### config.mk
export PLATFORM = sky130hd
export DESIGN_NAME = tuning_command_parser_flat
export DESIGN_NICKNAME = d
export VERILOG_FILES = /design/src/rtl/core/tcp_pkg.sv /design/src/rtl/core/tcp_stream_if.sv /design/src/rtl/core/tcp_result_if.sv /design/src/rtl/core/tuning_command_parser.sv /design/src/rtl/core/tcp_ctrl.sv /design/src/rtl/core/tcp_datapath.sv /design/src/flat_wrapper.sv
export SDC_FILE = /design/constraint.sdc
export NUM_CORES = 1
export LEC_CHECK = 0
export BUFFER_PORTS_ARGS = -buffer_cell sky130_fd_sc_hd__buf_2
export CAP_MARGIN = 40
export CORE_MARGIN = 4
export CORE_UTILIZATION = 45
export CTS_CLUSTER_DIAMETER = 60
export DETAILED_ROUTE_END_ITERATION = 10
export GPL_TIMING_DRIVEN = 0
export MAX_ROUTING_LAYER = met4
export PLACE_DENSITY = 0.63
export SKIP_LAST_GASP = 1
export SLEW_MARGIN = 20
export SYNTH_ARGS = -nofsm -noshare
export SYNTH_HDL_FRONTEND = slang
export SYNTH_HIERARCHICAL = 1
export SYNTH_SLANG_ARGS = --single-unit
### constraint.sdc
create_clock -name clk -period 4.1 [get_ports clk]
set_input_delay 0.41 -clock clk [delete_from_list [all_inputs] [get_ports clk]]
set_output_delay 0.41 -clock clk [all_outputs]
set_load 0.005 [all_outputs]
### src/rtl/core/tcp_pkg.sv
package tcp_pkg;

    localparam int PREFIX_LEN    = 8;
    localparam int NAME_COUNT    = 9;
    localparam int NAME_MAX      = 10;
    localparam int FRAC_KEEP     = 6;
    localparam int FRAC_CNT_W    = 3;

    localparam logic [7:0] CH_OPEN  = 8'h5B;
    localparam logic [7:0] CH_CLOSE = 8'h5D;
    localparam logic [7:0] CH_COMMA = 8'h2C;
    localparam logic [7:0] CH_MINUS = 8'h2D;
    localparam logic [7:0] CH_PLUS  = 8'h2B;
    localparam logic [7:0] CH_DOT   = 8'h2E;
    localparam logic [7:0] CH_ZERO  = 8'h30;
    localparam logic [7:0] CH_NINE  = 8'h39;

    typedef enum logic [1:0] {
        PH_NAME  = 2'd0,
        PH_VALUE = 2'd1,
        PH_LONG  = 2'd2
    } phase_t;

    typedef enum logic [2:0] {
        ST_IDLE  = 3'd0,
        ST_MATCH = 3'd1,
        ST_CONV  = 3'd2,
        ST_DIV   = 3'd3,
        ST_SUM   = 3'd4,
        ST_OUT   = 3'd5
    } state_t;

    // Controller to datapath.
    typedef struct packed {
        logic take_byte;
        logic match_step;
        logic conv_start;
        logic div_step;
        logic sum_load;
        logic clear;
    } dp_cmd_t;

    // Datapath to controller.
    typedef struct packed {
        logic close_result;
        logic close_error;
        logic match_last;
        logic div_last;
    } dp_sts_t;

    function automatic logic [7:0] prefix_char(input logic [2:0] i);
        logic [7:0] c;
        case (i)
            3'd0:    c = "[";
            3'd1:    c = "s";
            3'd2:    c = "l";
            3'd3:    c = "i";
            3'd4:    c = "d";
            3'd5:    c = "e";
            3'd6:    c = "r";
            default: c = ",";
        endcase
        return c;
    endfunction

    function automatic logic [NAME_MAX*8-1:0] name_text(input logic [3:0] k);
        logic [NAME_MAX*8-1:0] s;
        case (k)
            4'd0:    s = {"image_", "kp_a"};
            4'd1:    s = {"image_", "kp_b"};
            4'd2:    s = {"image_", "kd", 16'h0};
            4'd3:    s = {"IMU_kp", 32'h0};
            4'd4:    s = {"IMU_ki", 32'h0};
            4'd5:    s = {"IMU_kd", 32'h0};
            4'd6:    s = {"motor_", "kp_a"};
            4'd7:    s = {"motor_", "kp_b"};
            default: s = {"motor_", "kd", 16'h0};
        endcase
        return s;
    endfunction

    function automatic logic [3:0] name_len(input logic [3:0] k);
        logic [3:0] n;
        case (k)
            4'd0, 4'd1, 4'd6, 4'd7: n = 4'd10;
            4'd2, 4'd8:             n = 4'd8;
            default:                n = 4'd6;
        endcase
        return n;
    endfunction

    function automatic logic [19:0] pow_ten(input logic [2:0] k);
        logic [19:0] p;
        case (k)
            3'd0:    p = 20'd1;
            3'd1:    p = 20'd10;
            3'd2:    p = 20'd100;
            3'd3:    p = 20'd1000;
            3'd4:    p = 20'd10000;
            3'd5:    p = 20'd100000;
            default: p = 20'd1000000;
        endcase
        return p;
    endfunction

endpackage

### src/rtl/core/tcp_stream_if.sv
interface tcp_stream_if #(
    parameter int W = 8
);
    logic         valid;
    logic         ready;
    logic [W-1:0] data;

    modport source (output valid, output data, input ready);
    modport sink   (input valid, input data, output ready);
endinterface

### src/rtl/core/tcp_result_if.sv
interface tcp_result_if;
    logic               valid;
    logic               ready;
    logic        [3:0]  param_index;
    logic signed [31:0] param_value;
    logic               name_error;

    modport source (output valid, output param_index, output param_value,
                    output name_error, input ready);
    modport sink   (input valid, input param_index, input param_value,
                    input name_error, output ready);
endinterface

### src/rtl/core/tuning_command_parser.sv
// Channel  Dir  Beat payload
// rx       in   rx_byte[7:0]
// res      out  param_index[3:0], param_value[31:0] signed, name_error
//
// Ordinary bytes are accepted whenever the controller is idle. A closing
// bracket with a good frame runs the name search, a start step, the fraction
// divider and a saturation step before the result beat is offered. Reset is
// asynchronous and clears all framing state. While a result waits, rx is
// stalled; the frame is cleared when the result beat is taken.
module tuning_command_parser
    import tcp_pkg::*;
#(
    parameter int LINE_BYTES    = 80,
    parameter int FIELD_CHARS   = 15,
    parameter int FRACTION_BITS = 16
)
(
    input logic         clk,
    input logic         rst_n,
    tcp_stream_if.sink  rx,
    tcp_result_if.source res
);

    dp_cmd_t cmd;
    dp_sts_t sts;

    tcp_ctrl u_ctrl (
        .clk       (clk),
        .rst_n     (rst_n),
        .in_valid  (rx.valid),
        .in_ready  (rx.ready),
        .out_valid (res.valid),
        .out_ready (res.ready),
        .cmd       (cmd),
        .sts       (sts)
    );

    tcp_datapath #(
        .LINE_BYTES    (LINE_BYTES),
        .FIELD_CHARS   (FIELD_CHARS),
        .FRACTION_BITS (FRACTION_BITS)
    ) u_dp (
        .clk         (clk),
        .rst_n       (rst_n),
        .rx_byte     (rx.data),
        .cmd         (cmd),
        .sts         (sts),
        .param_index (res.param_index),
        .param_value (res.param_value),
        .name_error  (res.name_error)
    );

    a_excl: assert property (@(posedge clk) disable iff (!rst_n)
        !(rx.ready && res.valid))
        else $error("input taken while a result waits");

    a_err_zero: assert property (@(posedge clk) disable iff (!rst_n)
        res.valid && res.name_error |-> res.param_index == '0 && res.param_value == '0)
        else $error("error result carries payload");

    a_idx: assert property (@(posedge clk) disable iff (!rst_n)
        res.valid |-> res.param_index <= 4'(NAME_COUNT - 1))
        else $error("index out of range");

    a_ready_back: assert property (@(posedge clk) disable iff (!rst_n)
        res.valid && res.ready |=> rx.ready)
        else $error("input not resumed after result");

endmodule

### src/rtl/core/tcp_ctrl.sv
module tcp_ctrl
    import tcp_pkg::*;
(
    input  logic    clk,
    input  logic    rst_n,
    input  logic    in_valid,
    output logic    in_ready,
    output logic    out_valid,
    input  logic    out_ready,
    output dp_cmd_t cmd,
    input  dp_sts_t sts
);

    state_t state_reg;
    state_t state_next;

    always_ff @(posedge clk or negedge rst_n)
    begin
        if (!rst_n)
        begin
            state_reg <= ST_IDLE;
        end
        else
        begin
            state_reg <= state_next;
        end
    end

    always_comb
    begin
        state_next = state_reg;
        case (state_reg)
            ST_IDLE:
            begin
                if (in_valid && sts.close_result)
                begin
                    state_next = sts.close_error ? ST_OUT : ST_MATCH;
                end
            end
            ST_MATCH:
            begin
                if (sts.match_last)
                begin
                    state_next = ST_CONV;
                end
            end
            ST_CONV: state_next = ST_DIV;
            ST_DIV:
            begin
                if (sts.div_last)
                begin
                    state_next = ST_SUM;
                end
            end
            ST_SUM:  state_next = ST_OUT;
            ST_OUT:
            begin
                if (out_ready)
                begin
                    state_next = ST_IDLE;
                end
            end
            default: state_next = ST_IDLE;
        endcase
    end

    always_comb
    begin
        in_ready       = 1'b0;
        out_valid      = 1'b0;
        cmd            = '0;
        case (state_reg)
            ST_IDLE:
            begin
                in_ready      = 1'b1;
                cmd.take_byte = in_valid;
            end
            ST_MATCH: cmd.match_step = 1'b1;
            ST_CONV:  cmd.conv_start = 1'b1;
            ST_DIV:   cmd.div_step   = 1'b1;
            ST_SUM:   cmd.sum_load   = 1'b1;
            ST_OUT:
            begin
                out_valid = 1'b1;
                cmd.clear = out_ready;
            end
            default: ;
        endcase
    end

endmodule

### src/rtl/core/tcp_datapath.sv
module tcp_datapath
    import tcp_pkg::*;
#(
    parameter int LINE_BYTES    = 80,
    parameter int FIELD_CHARS   = 15,
    parameter int FRACTION_BITS = 16
)
(
    input  logic               clk,
    input  logic               rst_n,
    input  logic [7:0]         rx_byte,
    input  dp_cmd_t            cmd,
    output dp_sts_t            sts,
    output logic [3:0]         param_index,
    output logic signed [31:0] param_value,
    output logic               name_error
);

    localparam int FILL_W  = $clog2(LINE_BYTES);
    localparam int LEN_W   = $clog2(FIELD_CHARS + 1);
    localparam int NIDX_W  = $clog2(FIELD_CHARS);
    localparam int INT_W   = 33 - FRACTION_BITS;
    localparam int NUM_W   = 20 + FRACTION_BITS;
    localparam int DIV_CNT = NUM_W;
    localparam int DCNT_W  = $clog2(DIV_CNT + 1);
    localparam logic [INT_W-1:0] INT_CAP = INT_W'(1) << (32 - FRACTION_BITS);
    localparam logic [FILL_W-1:0] FILL_LIMIT = FILL_W'(LINE_BYTES - 3);

    logic [FILL_W-1:0]  fill_reg;
    logic               open_reg;
    logic [3:0]         ppos_reg;
    logic               pgood_reg;
    phase_t             phase_reg;
    logic [7:0]         name_reg [FIELD_CHARS];
    logic [LEN_W-1:0]   nlen_reg;
    logic [LEN_W-1:0]   vlen_reg;
    logic               neg_reg;
    logic [INT_W-1:0]   int_reg;
    logic [19:0]        frac_reg;
    logic [FRAC_CNT_W-1:0] fdig_reg;
    logic               stop_reg;

    logic [3:0]         mk_reg;
    logic               found_reg;
    logic [3:0]         found_idx_reg;

    logic [NUM_W-1:0]   rem_reg;
    logic [NUM_W-1:0]   quo_reg;
    logic [19:0]        div_reg;
    logic [DCNT_W-1:0]  dcnt_reg;
    logic [NUM_W-1:0]   num_shift_reg;

    logic               err_reg;
    logic [3:0]         idx_reg;
    logic [31:0]        val_reg;

    logic is_close;
    logic is_open;
    logic in_prefix;
    logic is_digit;
    logic [3:0] digit;
    logic [FRAC_CNT_W-1:0] kept;
    logic [INT_W+3:0] int_mul;
    logic name_hit;
    logic [NUM_W:0] rem_try;
    logic [32+FRACTION_BITS-1:0] mag;

    assign is_close  = (rx_byte == CH_CLOSE);
    assign is_open   = (rx_byte == CH_OPEN);
    assign in_prefix = (ppos_reg < 4'(PREFIX_LEN));
    assign is_digit  = (rx_byte >= CH_ZERO) && (rx_byte <= CH_NINE);
    assign digit     = rx_byte[3:0];
    assign int_mul   = {int_reg, 3'b000} + {2'b00, int_reg, 1'b0} + (INT_W+4)'(digit);
    assign kept      = (fdig_reg == '0) ? '0 : fdig_reg - 1'b1;

    assign sts.close_result = (fill_reg != FILL_LIMIT) && is_close && open_reg;
    assign sts.close_error  = !(pgood_reg && (ppos_reg >= 4'(PREFIX_LEN))
                                && (phase_reg == PH_VALUE));
    assign sts.match_last   = (mk_reg == 4'(NAME_COUNT - 1));
    assign sts.div_last     = (dcnt_reg == DCNT_W'(1));

    always_comb
    begin
        logic [NAME_MAX*8-1:0] s;
        s        = name_text(mk_reg);
        name_hit = (nlen_reg == LEN_W'(name_len(mk_reg)));
        for (int i = 0; i < NAME_MAX; i++)
        begin
            if (i < FIELD_CHARS && i < int'(name_len(mk_reg)))
            begin
                if (name_reg[i] != s[(NAME_MAX-1-i)*8 +: 8])
                begin
                    name_hit = 1'b0;
                end
            end
        end
    end

    always_ff @(posedge clk or negedge rst_n)
    begin
        if (!rst_n)
        begin
            fill_reg  <= '0;
            open_reg  <= 1'b0;
            ppos_reg  <= '0;
            pgood_reg <= 1'b0;
            phase_reg <= PH_NAME;
            nlen_reg  <= '0;
            vlen_reg  <= '0;
            neg_reg   <= 1'b0;
            int_reg   <= '0;
            frac_reg  <= '0;
            fdig_reg  <= '0;
            stop_reg  <= 1'b0;
        end
        else if (cmd.clear)
        begin
            fill_reg  <= '0;
            open_reg  <= 1'b0;
            ppos_reg  <= '0;
            pgood_reg <= 1'b0;
            phase_reg <= PH_NAME;
            nlen_reg  <= '0;
            vlen_reg  <= '0;
            neg_reg   <= 1'b0;
            int_reg   <= '0;
            frac_reg  <= '0;
            fdig_reg  <= '0;
            stop_reg  <= 1'b0;
        end
        else if (cmd.take_byte)
        begin
            if (!(fill_reg == FILL_LIMIT || is_close))
            begin
                fill_reg <= fill_reg + 1'b1;
            end
            if (fill_reg == FILL_LIMIT || is_close)
            begin
                // A close with a result keeps the frame until the beat leaves.
                if (!(fill_reg != FILL_LIMIT && open_reg))
                begin
                    fill_reg  <= '0;
                    open_reg  <= 1'b0;
                    ppos_reg  <= '0;
                    pgood_reg <= 1'b0;
                    phase_reg <= PH_NAME;
                    nlen_reg  <= '0;
                    vlen_reg  <= '0;
                    neg_reg   <= 1'b0;
                    int_reg   <= '0;
                    frac_reg  <= '0;
                    fdig_reg  <= '0;
                    stop_reg  <= 1'b0;
                end
            end
            else if (is_open)
            begin
                open_reg  <= 1'b1;
                ppos_reg  <= 4'd1;
                pgood_reg <= 1'b1;
                phase_reg <= PH_NAME;
                nlen_reg  <= '0;
                vlen_reg  <= '0;
                neg_reg   <= 1'b0;
                int_reg   <= '0;
                frac_reg  <= '0;
                fdig_reg  <= '0;
                stop_reg  <= 1'b0;
            end
            else if (open_reg)
            begin
                if (in_prefix)
                begin
                    if (rx_byte != prefix_char(ppos_reg[2:0]))
                    begin
                        pgood_reg <= 1'b0;
                    end
                    ppos_reg <= ppos_reg + 1'b1;
                end
                else if (pgood_reg)
                begin
                    if (phase_reg == PH_NAME)
                    begin
                        if (rx_byte == CH_COMMA)
                        begin
                            phase_reg <= PH_VALUE;
                        end
                        else if (nlen_reg < LEN_W'(FIELD_CHARS))
                        begin
                            nlen_reg <= nlen_reg + 1'b1;
                        end
                        else
                        begin
                            phase_reg <= PH_LONG;
                        end
                    end
                    else if (phase_reg == PH_VALUE && vlen_reg < LEN_W'(FIELD_CHARS))
                    begin
                        vlen_reg <= vlen_reg + 1'b1;
                        if (!stop_reg)
                        begin
                            if (vlen_reg == '0 && (rx_byte == CH_MINUS || rx_byte == CH_PLUS))
                            begin
                                neg_reg <= (rx_byte == CH_MINUS);
                            end
                            else if (is_digit)
                            begin
                                if (fdig_reg == '0)
                                begin
                                    if (int_mul > (INT_W+4)'(INT_CAP))
                                    begin
                                        int_reg <= INT_CAP;
                                    end
                                    else
                                    begin
                                        int_reg <= int_mul[INT_W-1:0];
                                    end
                                end
                                else if (fdig_reg <= FRAC_CNT_W'(FRAC_KEEP))
                                begin
                                    frac_reg <= 20'({frac_reg, 3'b000} + {frac_reg, 1'b0}
                                                    + 23'(digit));
                                    fdig_reg <= fdig_reg + 1'b1;
                                end
                            end
                            else if (rx_byte == CH_DOT && fdig_reg == '0)
                            begin
                                fdig_reg <= FRAC_CNT_W'(1);
                            end
                            else
                            begin
                                stop_reg <= 1'b1;
                            end
                        end
                    end
                end
            end
        end
    end

    // Name store: written only, never cleared.
    always_ff @(posedge clk)
    begin
        if (cmd.take_byte && !is_close && !is_open && fill_reg != FILL_LIMIT && open_reg
            && !in_prefix && pgood_reg && phase_reg == PH_NAME && rx_byte != CH_COMMA
            && nlen_reg < LEN_W'(FIELD_CHARS))
        begin
            name_reg[nlen_reg[NIDX_W-1:0]] <= rx_byte;
        end
    end

    // Name search, one candidate a cycle.
    always_ff @(posedge clk or negedge rst_n)
    begin
        if (!rst_n)
        begin
            mk_reg        <= '0;
            found_reg     <= 1'b0;
            found_idx_reg <= '0;
        end
        else if (cmd.take_byte)
        begin
            mk_reg    <= '0;
            found_reg <= 1'b0;
        end
        else if (cmd.match_step)
        begin
            mk_reg <= mk_reg + 1'b1;
            if (name_hit && !found_reg)
            begin
                found_reg     <= 1'b1;
                found_idx_reg <= mk_reg;
            end
        end
    end

    assign rem_try = {rem_reg, num_shift_reg[NUM_W-1]} - {{(NUM_W-19){1'b0}}, div_reg};

    // Restoring divider for the rounded fraction, one quotient bit a cycle.
    always_ff @(posedge clk)
    begin
        if (cmd.conv_start)
        begin
            div_reg       <= pow_ten(kept > FRAC_CNT_W'(FRAC_KEEP) ? FRAC_CNT_W'(FRAC_KEEP)
                                                                   : kept);
            num_shift_reg <= NUM_W'({frac_reg, FRACTION_BITS'(0)})
                             + NUM_W'(pow_ten(kept) >> 1);
            rem_reg       <= '0;
            quo_reg       <= '0;
            dcnt_reg      <= DCNT_W'(DIV_CNT);
        end
        else if (cmd.div_step)
        begin
            num_shift_reg <= num_shift_reg << 1;
            dcnt_reg      <= dcnt_reg - 1'b1;
            if (!rem_try[NUM_W])
            begin
                rem_reg <= rem_try[NUM_W-1:0];
                quo_reg <= {quo_reg[NUM_W-2:0], 1'b1};
            end
            else
            begin
                rem_reg <= {rem_reg[NUM_W-2:0], num_shift_reg[NUM_W-1]};
                quo_reg <= {quo_reg[NUM_W-2:0], 1'b0};
            end
        end
    end

    assign mag = (32+FRACTION_BITS)'({int_reg, FRACTION_BITS'(0)})
               + (32+FRACTION_BITS)'(quo_reg);

    always_ff @(posedge clk or negedge rst_n)
    begin
        if (!rst_n)
        begin
            err_reg <= 1'b0;
            idx_reg <= '0;
            val_reg <= '0;
        end
        else if (cmd.take_byte && sts.close_result && sts.close_error)
        begin
            err_reg <= 1'b1;
            idx_reg <= '0;
            val_reg <= '0;
        end
        else if (cmd.sum_load)
        begin
            if (!found_reg)
            begin
                err_reg <= 1'b1;
                idx_reg <= '0;
                val_reg <= '0;
            end
            else
            begin
                err_reg <= 1'b0;
                idx_reg <= found_idx_reg;
                if (neg_reg)
                begin
                    val_reg <= (mag > (32+FRACTION_BITS)'(33'h080000000)) ? 32'h80000000
                             : 32'(0) - mag[31:0];
                end
                else
                begin
                    val_reg <= (mag > (32+FRACTION_BITS)'(32'h7FFFFFFF)) ? 32'h7FFFFFFF
                             : mag[31:0];
                end
            end
        end
    end

    assign param_index = idx_reg;
    assign param_value = val_reg;
    assign name_error  = err_reg;

endmodule
### src/flat_wrapper.sv
// flat-port wrapper written by rule: the top's interface ports become plain ports
module tuning_command_parser_flat import tcp_pkg::*;
#(
    parameter int LINE_BYTES    = 80,
    parameter int FIELD_CHARS   = 15,
    parameter int FRACTION_BITS = 16
)
  (clk, rst_n, rx_valid, rx_data, rx_ready, res_valid, res_param_index, res_param_value, res_name_error, res_ready);
  tcp_stream_if rx_i ();
  tcp_result_if res_i ();
  input logic clk;
  input logic rst_n;
  input wire logic [$bits(rx_i.valid)-1:0] rx_valid;
  input wire logic [$bits(rx_i.data)-1:0] rx_data;
  output wire logic [$bits(rx_i.ready)-1:0] rx_ready;
  output wire logic [$bits(res_i.valid)-1:0] res_valid;
  output wire logic [$bits(res_i.param_index)-1:0] res_param_index;
  output wire logic [$bits(res_i.param_value)-1:0] res_param_value;
  output wire logic [$bits(res_i.name_error)-1:0] res_name_error;
  input wire logic [$bits(res_i.ready)-1:0] res_ready;
  assign rx_i.valid = rx_valid;
  assign rx_i.data = rx_data;
  assign rx_ready = rx_i.ready;
  assign res_valid = res_i.valid;
  assign res_param_index = res_i.param_index;
  assign res_param_value = res_i.param_value;
  assign res_name_error = res_i.name_error;
  assign res_i.ready = res_ready;
  tuning_command_parser #(.LINE_BYTES(LINE_BYTES), .FIELD_CHARS(FIELD_CHARS), .FRACTION_BITS(FRACTION_BITS)) u_core (.clk(clk), .rst_n(rst_n), .rx(rx_i), .res(res_i));
endmodule
==> flow_summary.ini, run 1 <==
[status]
status = completed

[power]
powerDensity_nw_per_um2 = 571
comb_power_share = 0.343
finalPower_mw = 12.4
switching_share = 0.352
power.ir.vdd_worst_v = 0.000297
power.internal_mw = 8.05
sequentialPowerShare = 0.368
psw_mw = 4.38
static_power_due_to_leakage_nw = 9.32
clockPowerShare = 0.289

[clocking]
worstSkewPairLatency_ns = 0.57
clock-root-buffer = clkbuf_16
cts_tree = done
path_clk_slew_ns = 0.06
tritoncts_num_sinks = 322
cts-htree-levels = 2
cts_inserted_buffers = 39
clk_path_buf_depth = 3

[setup_path]
timing.reg2reg.worst_path_depth = 14
critical_path.top_delay_family = compound AO/OA/AOI/OAI gates
worst_path_max_delay_cell = fa_1
critPathMaxStageDelay_ns = 0.54
critical_path.cell_chain = fa_1 > inv_1 > fa_1 > nor2b_2 > o31ai_1 > a21oi_1 > o21ai_1 > a31oi_2 > mux2_2 > o32a_1 > nor3_4 > buf_2 > buf_6 > a32o_1
cp_num_cells = 14
worst-endpoint-required_ns = 4.59
worstPathMaxFanout = 10
cp_common_cell = fa_1
cp-end-kind = register
worst_path_buffer_plus_inverter_count = 3
arrival_ns = 4.43
worst_setup_path_category = register to register
worst_setup_start_kind = register

[synthesis]
post_synth.cell_area_avg_um2 = 9.80
synth.cells.most_frequent = nor2_1 (222), nand2_1 (150), ha_1 (135), edfxtp_1 (130), dfrtp_1 (114)
netlist_instances = 1971
synth_compound_area_frac = 0.163
ys_seq_elements = 322
seq_area_frac_synth = 0.431
post_synth_xor_area_fraction = 0.0490
muxShareOfSynthArea = 0.0501
synthAdderAreaFrac = 0.0947
synth_async_sr_flop_share = 0.354
yosys_most_used_dff = edfxtp_1
synth-edff-count = 130
most_used_standard_cell_by_instance_count_after_synthesis = nor2_1
yosys.area_share.simple = 0.178
synth_top_family_by_area = simple AND/OR/NAND/NOR gates
post_synth_main_area_contributors = edfxtp_1 (20%), dfrtp_1 (15%), ha_1 (8.7%), dfxtp_1 (8.1%), nor2_1 (4.3%)
synth_area_um2 = 19300
synthDominantAreaCellType = edfxtp_1
synth_top_area_frac = 0.202
mappedNetlistNets = 2125
ys_types = 91
yosys_warnings = 6

[floorplan]
io_pins = 51
die_h_um = 215
start_util = 0.458
core_area_um2 = 42100
floorplan.die_area_um2 = 46300
rows = 75
die_width_um = 215

[timing]
worst_slack_ns = 0.159
clock-skew-final_ns = 0.0236
hold_ws_ns = 0.214
timing.slew.headroom = 0.429
fin_max_slew_vios = 0
hold_viol_final = 0
worst_slew_pin_slew_ns = 0.850
max_freq_ghz = 0.254
final.setup.tns_ns = 0
rsz0062_at_grt = yes
setup_viol_count_final = 0
post-route-period-util = 0.961
fin_crit_ns = 3.94

[place]
placement.cell_area_um2 = 20300
io_buffers = 50
placed_cells_incl_taps = 2565
sum_of_net_half_perimeters_after_detailed_placement_um = 34400
gp_routability_congestion = 0.928
place_worst_setup_slack_ns = -0.672

[cells_and_area]
design.final.nets = 2225
fillCellCount = 3748
post-route-util = 0.517
layoutNonFillerInstCount = 2641
n_antenna_cell = 0
layout.area.seq_um2 = 8320
finalInstanceArea_um2 = 21800
largest_register_ff_count = 80
layout-drive-gt1-share = 0.0994
syn2layout_area_growth_pct = 12.7
multi_input_comb_area_um2 = 10400

[grt]
antenna_found_initial = 0
pin_count_of_the_biggest_net_entering_global_routing = 59
first_global_vias = 14800
grt.overflow.total = 0
global_route.usage.total = 0.207
first_pass_grt_wire_length_um = 77900

[flow_run]
cap_viol_max_count = 0

[drt]
vias = 15200
viasPerCell = 5.76
drtPass1Iterations = 5
postRouteWirelength_um = 47400
drt-wirelength-per-cell_um = 17.9
drt_iter0_markers = 1155
detail-route-antenna-nets = 0
post-route-drc-count = 0

[hold_path]
hold_path.class = input pin to register
hold-path-cell-count = 3
==> layer usage <==
| metal | wire (µm) | up-vias | GRT usage |
|---|---|---|---|
| li1 | - | 7485 | - |
| met1 | 23000 | 7385 | 0.287 |
| met2 | 21500 | 278 | 0.320 |
| met3 | 1850 | 68 | 0.0328 |
| met4 | 1040 | 0 | 0.0571 |
| met5 | 0 | - | - |
==> worst reg2reg max path: stages, from the launching register on <==
cell     delay, ns
dfrtp_1       0.47
fa_1          0.54
inv_1         0.06
fa_1          0.48
nor2b_2       0.16
o31ai_1       0.11
a21oi_1       0.22
o21ai_1       0.13
a31oi_2       0.26
mux2_2        0.36
o32a_1        0.34
nor3_4        0.21
buf_2         0.19
buf_6         0.16
a32o_1        0.18
==> power by group through the flow <==
stage                     registers [mW]  clock network (mW)  logic [mW]
after floorplan                     4.49                   0        3.29
after global placement              4.61                   0        4.10
after detailed placement            4.62                   0        4.20
after CTS                           4.57                3.68        4.22
after global routing                4.66                3.84        4.78
final                               4.58                3.59        4.26
==> repair_timing <==
action	CTS	global route
cloned	0	0
hold endpoints to repair	57	0
pin swaps	0	4
gates resized for setup	5	16
hold buffers	1	0
endpoints found under the setup margin	14	49
setup buffers	0	1
==> cell type report <==
type / count / share of cell area
multi-input cells: 1483 / 0.478
flip-flops and latches: 322 / 0.382
plain buffers: 81 / 0.0160
clock inverters: 20 / 0.0124
well taps: 539 / 0.0310
clock buffers: 52 / 0.0494
repair buffers: 59 / 0.0163
inverters: 85 / 0.0147
==> cell families (layout without fill, tap and decap cells) <==
logic type	count (synthesis)	in the layout
adder cells (fa/ha/maj)	142	142
AND/OR/NAND/NOR	683	683
multiplexers	93	93
buffers and inverters	166	297
XOR/XNOR	108	108
flip-flops	322	322
AO/OA/AOI/OAI	457	457
==> worst paths after layout <==
path / from / endpoint / slack, ns
worst max-delay path: u_core/u_dp/int_reg[2] / u_core/u_dp/int_reg[7] / 0.16
worst min-delay path: res_ready / u_core/u_ctrl/state_reg[0] / 0.21
worst max register to register: u_core/u_dp/int_reg[2] / u_core/u_dp/int_reg[7] / 0.16
worst min register to register: u_core/u_dp/param_value[16] / u_core/u_dp/param_value[16] / 0.48
max in group asynchronous: rst_n / u_core/u_dp/mk_reg[3] / 2.98
min in group asynchronous: rst_n / u_core/u_dp/param_value[8] / 0.39
==> layout by cell type, fill, tap and decap left out, drive strengths merged, types with 51 or more instances in the layout <==
cell,netlist,layout
dfrtp,114,114
xnor2,64,64
nor2,222,222
mux2i,70,70
buf,16,74
nand3,51,51
edfxtp,130,130
inv,85,90
nand2,150,150
clkbuf,65,117
ha,135,135
a21oi,104,104
dfxtp,78,78
o21ai,91,91
(Power assumes the default switching activity.)
==> inputs of run 2 (changes only) <==
Settings changed: CORE_UTILIZATION 45 to 40, PLACE_DENSITY 0.63 to 0.57.
Clock period 4.1 ns to 3.66 ns, I/O delays scaled along.
==> flow_summary.ini, run 2 (synthesis gave the netlist of run 1 again) <==
[status]
status = completed

[clocking]
cts-htree-levels = 2
path_clk_slew_ns = 0.06
clock-root-buffer = clkbuf_16
cts_inserted_buffers = 41
tritoncts_num_sinks = 322
clk_path_buf_depth = 3
cts_tree = done
worstSkewPairLatency_ns = 0.58

[floorplan]
start_util = 0.404
core_area_um2 = 47700
rows = 80
die_h_um = 228
floorplan.die_area_um2 = 51800
die_width_um = 228
io_pins = 51

[cells_and_area]
layoutNonFillerInstCount = 2753
layout-drive-gt1-share = 0.138
syn2layout_area_growth_pct = 16.4
finalInstanceArea_um2 = 22500
mostFrequentLayoutCells = nor2_1 (214), nand2_1 (149), ha_1 (130), edfxtp_1 (130), dfrtp_1 (110)
largest_register_ff_count = 80
design.final.nets = 2259
layout.cells.most_common = nor2_1
n_antenna_cell = 0
fillCellCount = 4432
post-route-util = 0.471

[drt]
vias = 15400
post-route-drc-count = 0
drt_iter0_markers = 1043
postRouteWirelength_um = 49000
viasPerCell = 5.58
drt-wirelength-per-cell_um = 17.8
drtPass1Iterations = 5
detail-route-antenna-nets = 0

[timing]
worst_slack_ns = 0.106
hold_viol_final = 0
setup_viol_count_final = 0
timing.slew.headroom = 0.429
fin_crit_ns = 3.55
final.setup.tns_ns = 0
clock-skew-final_ns = 0.0218
worst_slew_pin_slew_ns = 0.857
fin_max_slew_vios = 0
rsz0062_at_grt = yes
max_freq_ghz = 0.281
post-route-period-util = 0.971
hold_ws_ns = 0.159

[setup_path]
worst-endpoint-required_ns = 4.12
arrival_ns = 4.01
worstPathMaxFanout = 10
worst_setup_start_kind = register
setup.reg_to_reg.worst_slack_ns = 0.11
timing.reg2reg.worst_path_depth = 12
worst_setup_path_category = register to register
worst_r2r_endpoint = u_core/u_dp/param_value[19]
r2r-start = u_core/u_dp/int_reg[0]
cp-end-kind = register

[place]
io_buffers = 50
sum_of_net_half_perimeters_after_detailed_placement_um = 35000
placed_cells_incl_taps = 2642
gp_routability_congestion = 0.861
placement.cell_area_um2 = 20400
place_worst_setup_slack_ns = -0.790

[power]
static_power_due_to_leakage_nw = 9.54
power.ir.vdd_worst_v = 0.000292
powerDensity_nw_per_um2 = 633
finalPower_mw = 14.2

[grt]
grt.overflow.total = 0
pin_count_of_the_biggest_net_entering_global_routing = 67
first_pass_grt_wire_length_um = 78800
global_route.usage.total = 0.188
antenna_found_initial = 0
first_global_vias = 14700

[hold_path]
hold_path.class = input pin to register
hold_path_startpoint = res_ready
hold-path-endpoint = u_core/u_ctrl/state_reg[0]
hold-path-cell-count = 3

[flow_run]
cap_viol_max_count = 0
run 2: worst max-delay path by stage:
stage	start	endpoint	slack (ns)	cells after the start
after floorplan	u_core/u_dp/int_reg[0]	u_core/u_dp/int_reg[12]	0.16	13
after global placement	rx_data[3]	u_core/u_dp/int_reg[13]	-0.79	14
after detailed placement	rx_data[3]	u_core/u_dp/int_reg[4]	-0.79	13
after CTS	u_core/u_dp/fdig_reg[1]	u_core/u_dp/num_shift_reg[34]	-0.05	20
after global routing	u_core/u_dp/num_shift_reg[35]	u_core/u_dp/rem_reg[33]	-0.11	13
final	u_core/u_dp/int_reg[0]	u_core/u_dp/param_value[19]	0.11	12
run 2: worst max-delay path, cell delays in order, from the launching register on:
cell and delay (ns):
dfrtp_2 0.49, ha_4 0.21, fa_2 0.46, a211oi_4 0.30, o21a_1 0.22, nor3_2 0.08
or3_4 0.38, and2_4 0.18, and3_1 0.16, a311o_2 0.35, buf_4 0.20, a2bb2oi_1 0.16
a22o_1 0.25
run 2: per-layer routing:
metal	GRT usage	vias up	wire, µm
met4	0.0501	0	1130
met2	0.296	275	22600
met3	0.0268	81	1790
met5	-	-	0
met1	0.257	7444	23500
li1	-	7552	-
run 2: what timing repair did:
| item | 4_1_cts | 5_1_grt |
|---|---|---|
| pin swaps | 17 | 23 |
| endpoints found under the hold margin | 65 | 0 |
| setup endpoints to repair | 70 | 78 |
| buffers inserted | 12 | 21 |
| hold buffers | 1 | 0 |
| resized for setup | 49 | 41 |
| cloned | 1 | 0 |
run 2: layout make-up:
class                   instances  area (µm²)  share of cell area
inverters                      85         319              0.0142
clock inverters                26         332              0.0147
multi-input cells            1483       10700               0.474
plain buffers                  78         355              0.0158
clock buffers                  50        1070              0.0476
repair buffers                 94         647              0.0288
flip-flops and latches        322        8320               0.370
well taps                     615         769              0.0342
run 2: report_power, final:
group / internal (mW) / total, mW / switching (mW)
logic: 2.10 / 4.96 / 2.86
registers: 4.58 / 5.14 / 0.552
clock network: 2.48 / 4.14 / 1.66
total: 9.17 / 14.2 / 5.07
==> inputs of run 3 (changes only) <==
Settings changed: CORE_MARGIN 4 to 1.5.
==> flow_summary.ini, run 3 (synthesis gave the netlist of run 1 again) <==
[clocking]
cts_tree = done
cts-htree-levels = 2
tritoncts_num_sinks = 322
worstSkewPairLatency_ns = 0.58
path_clk_slew_ns = 0.06
cts_inserted_buffers = 40
clock-root-buffer = clkbuf_16
clk_path_buf_depth = 3

[power]
static_power_due_to_leakage_nw = 9.55
powerDensity_nw_per_um2 = 635
power.ir.vdd_worst_v = 0.000356

[timing]
max_freq_ghz = 0.278
hold_ws_ns = 0.163
clock-skew-final_ns = 0.0282
setup_viol_count_final = 0
rsz0062_at_grt = yes
timing.slew.headroom = 0.421
hold_viol_final = 0
post-route-period-util = 0.984
worst_slew_pin_slew_ns = 0.869
fin_max_slew_vios = 0
fin_crit_ns = 3.60

[grt]
pin_count_of_the_biggest_net_entering_global_routing = 61
first_global_vias = 14800
global_route.usage.total = 0.203
grt.overflow.total = 0
first_pass_grt_wire_length_um = 79500
antenna_found_initial = 0

[floorplan]
die_h_um = 223
rows = 80
io_pins = 51
start_util = 0.405
core_area_um2 = 47600
floorplan.die_area_um2 = 49600
die_width_um = 223

[place]
placed_cells_incl_taps = 2641
io_buffers = 50
gp_routability_congestion = 0.858
sum_of_net_half_perimeters_after_detailed_placement_um = 35300

[cells_and_area]
layoutNonFillerInstCount = 2753
design.final.nets = 2261
layout-drive-gt1-share = 0.139
post-route-util = 0.472
largest_register_ff_count = 80
n_antenna_cell = 0
mostFrequentLayoutCells = nor2_1 (215), nand2_1 (149), ha_1 (130), edfxtp_1 (130), dfrtp_1 (110)
layout.cells.most_common = nor2_1
syn2layout_area_growth_pct = 16.6

[drt]
drt-wirelength-per-cell_um = 17.9
drt_iter0_markers = 1097
post-route-drc-count = 0
vias = 15300
viasPerCell = 5.54
postRouteWirelength_um = 49200
detail-route-antenna-nets = 0
drtPass1Iterations = 6

[setup_path]
cp-end-kind = register
setup.reg_to_reg.worst_slack_ns = 0.06
worst_setup_path_category = register to register
arrival_ns = 4.05
worst-endpoint-required_ns = 4.11
worst_setup_start_kind = register
worstPathMaxFanout = 5
timing.reg2reg.worst_path_depth = 13

[status]
status = completed

[hold_path]
hold_path.class = input pin to register
hold-path-cell-count = 3

[flow_run]
cap_viol_max_count = 0
==> run 3: worst paths after layout <==
path / startpoint / end
setup / recovery: u_core/u_dp/int_reg[0] / u_core/u_dp/param_value[12]
hold / removal: res_ready / u_core/u_ctrl/state_reg[0]
setup reg to reg: u_core/u_dp/int_reg[0] / u_core/u_dp/param_value[12]
hold reg to reg: u_core/u_dp/param_value[15] / u_core/u_dp/param_value[15]
max in group asynchronous: rst_n / u_core/u_dp/int_reg[2]
min in group asynchronous: rst_n / u_core/u_dp/param_value[10]
==> run 3: layout make-up <==
| type | count | area [µm²] |
|---|---|---|
| clock inverter | 24 | 354 |
| fill | 4442 | 25100 |
| inverter | 85 | 319 |
| buffer | 79 | 360 |
| clock buffer | 49 | 1040 |
| multi-input combinational | 1483 | 10700 |
| timing repair buffer | 96 | 649 |
| tap | 615 | 769 |
| sequential | 322 | 8320 |
==> run 3: report_power, final <==
| part | internal (mW) | switching [mW] |
|---|---|---|
| Clock | 2.56 | 1.66 |
| Sequential | 4.58 | 0.558 |
| Combinational | 2.07 | 2.85 |
==> run 3: repair_timing <==
action | CTS | global route
setup buffers | 16 | 20
gates resized for setup | 46 | 51
endpoints found under the hold margin | 54 | 0
gates cloned | 1 | 0
pin swaps | 15 | 24
hold buffers | 1 | 0
setup endpoints to repair | 70 | 75
==> run 3: per-layer routing <==
metal  up-vias  track usage  routed length (µm)  part of all wire
li1       7553            -                   -                 -
met1      7407        0.279               23900              0.49
met2       239        0.316               22500              0.46
met3        61       0.0274                1960             0.040
met4         0       0.0524                 861             0.017
met5         -            -                   0                 0
==> run 3: per-stage QoR <==
stage	total power, mW	setup TNS, ns	cell area (µm²)	setup WS (ns)
after floorplan	8.72	0	19300	0.164
after global placement	9.81	-36.01	20300	-0.803
after detailed placement	9.93	-33.50	20400	-0.849
after CTS	14.3	0	22100	0.00370
after global routing	15.2	-0.397	22500	-0.0623
final	14.3	0	22500	0.0573
==> run 3: critical path, cell delays in order, from the launching register on <==
cell      delay [ns]
dfrtp_2         0.47
ha_4            0.20
fa_2            0.46
a211oi_4        0.28
buf_4           0.17
o21a_4          0.15
nor3_2          0.06
or3_4           0.35
and2_4          0.18
and3_1          0.15
a311o_2         0.41
buf_4           0.17
a31o_2          0.24
a22o_1          0.19
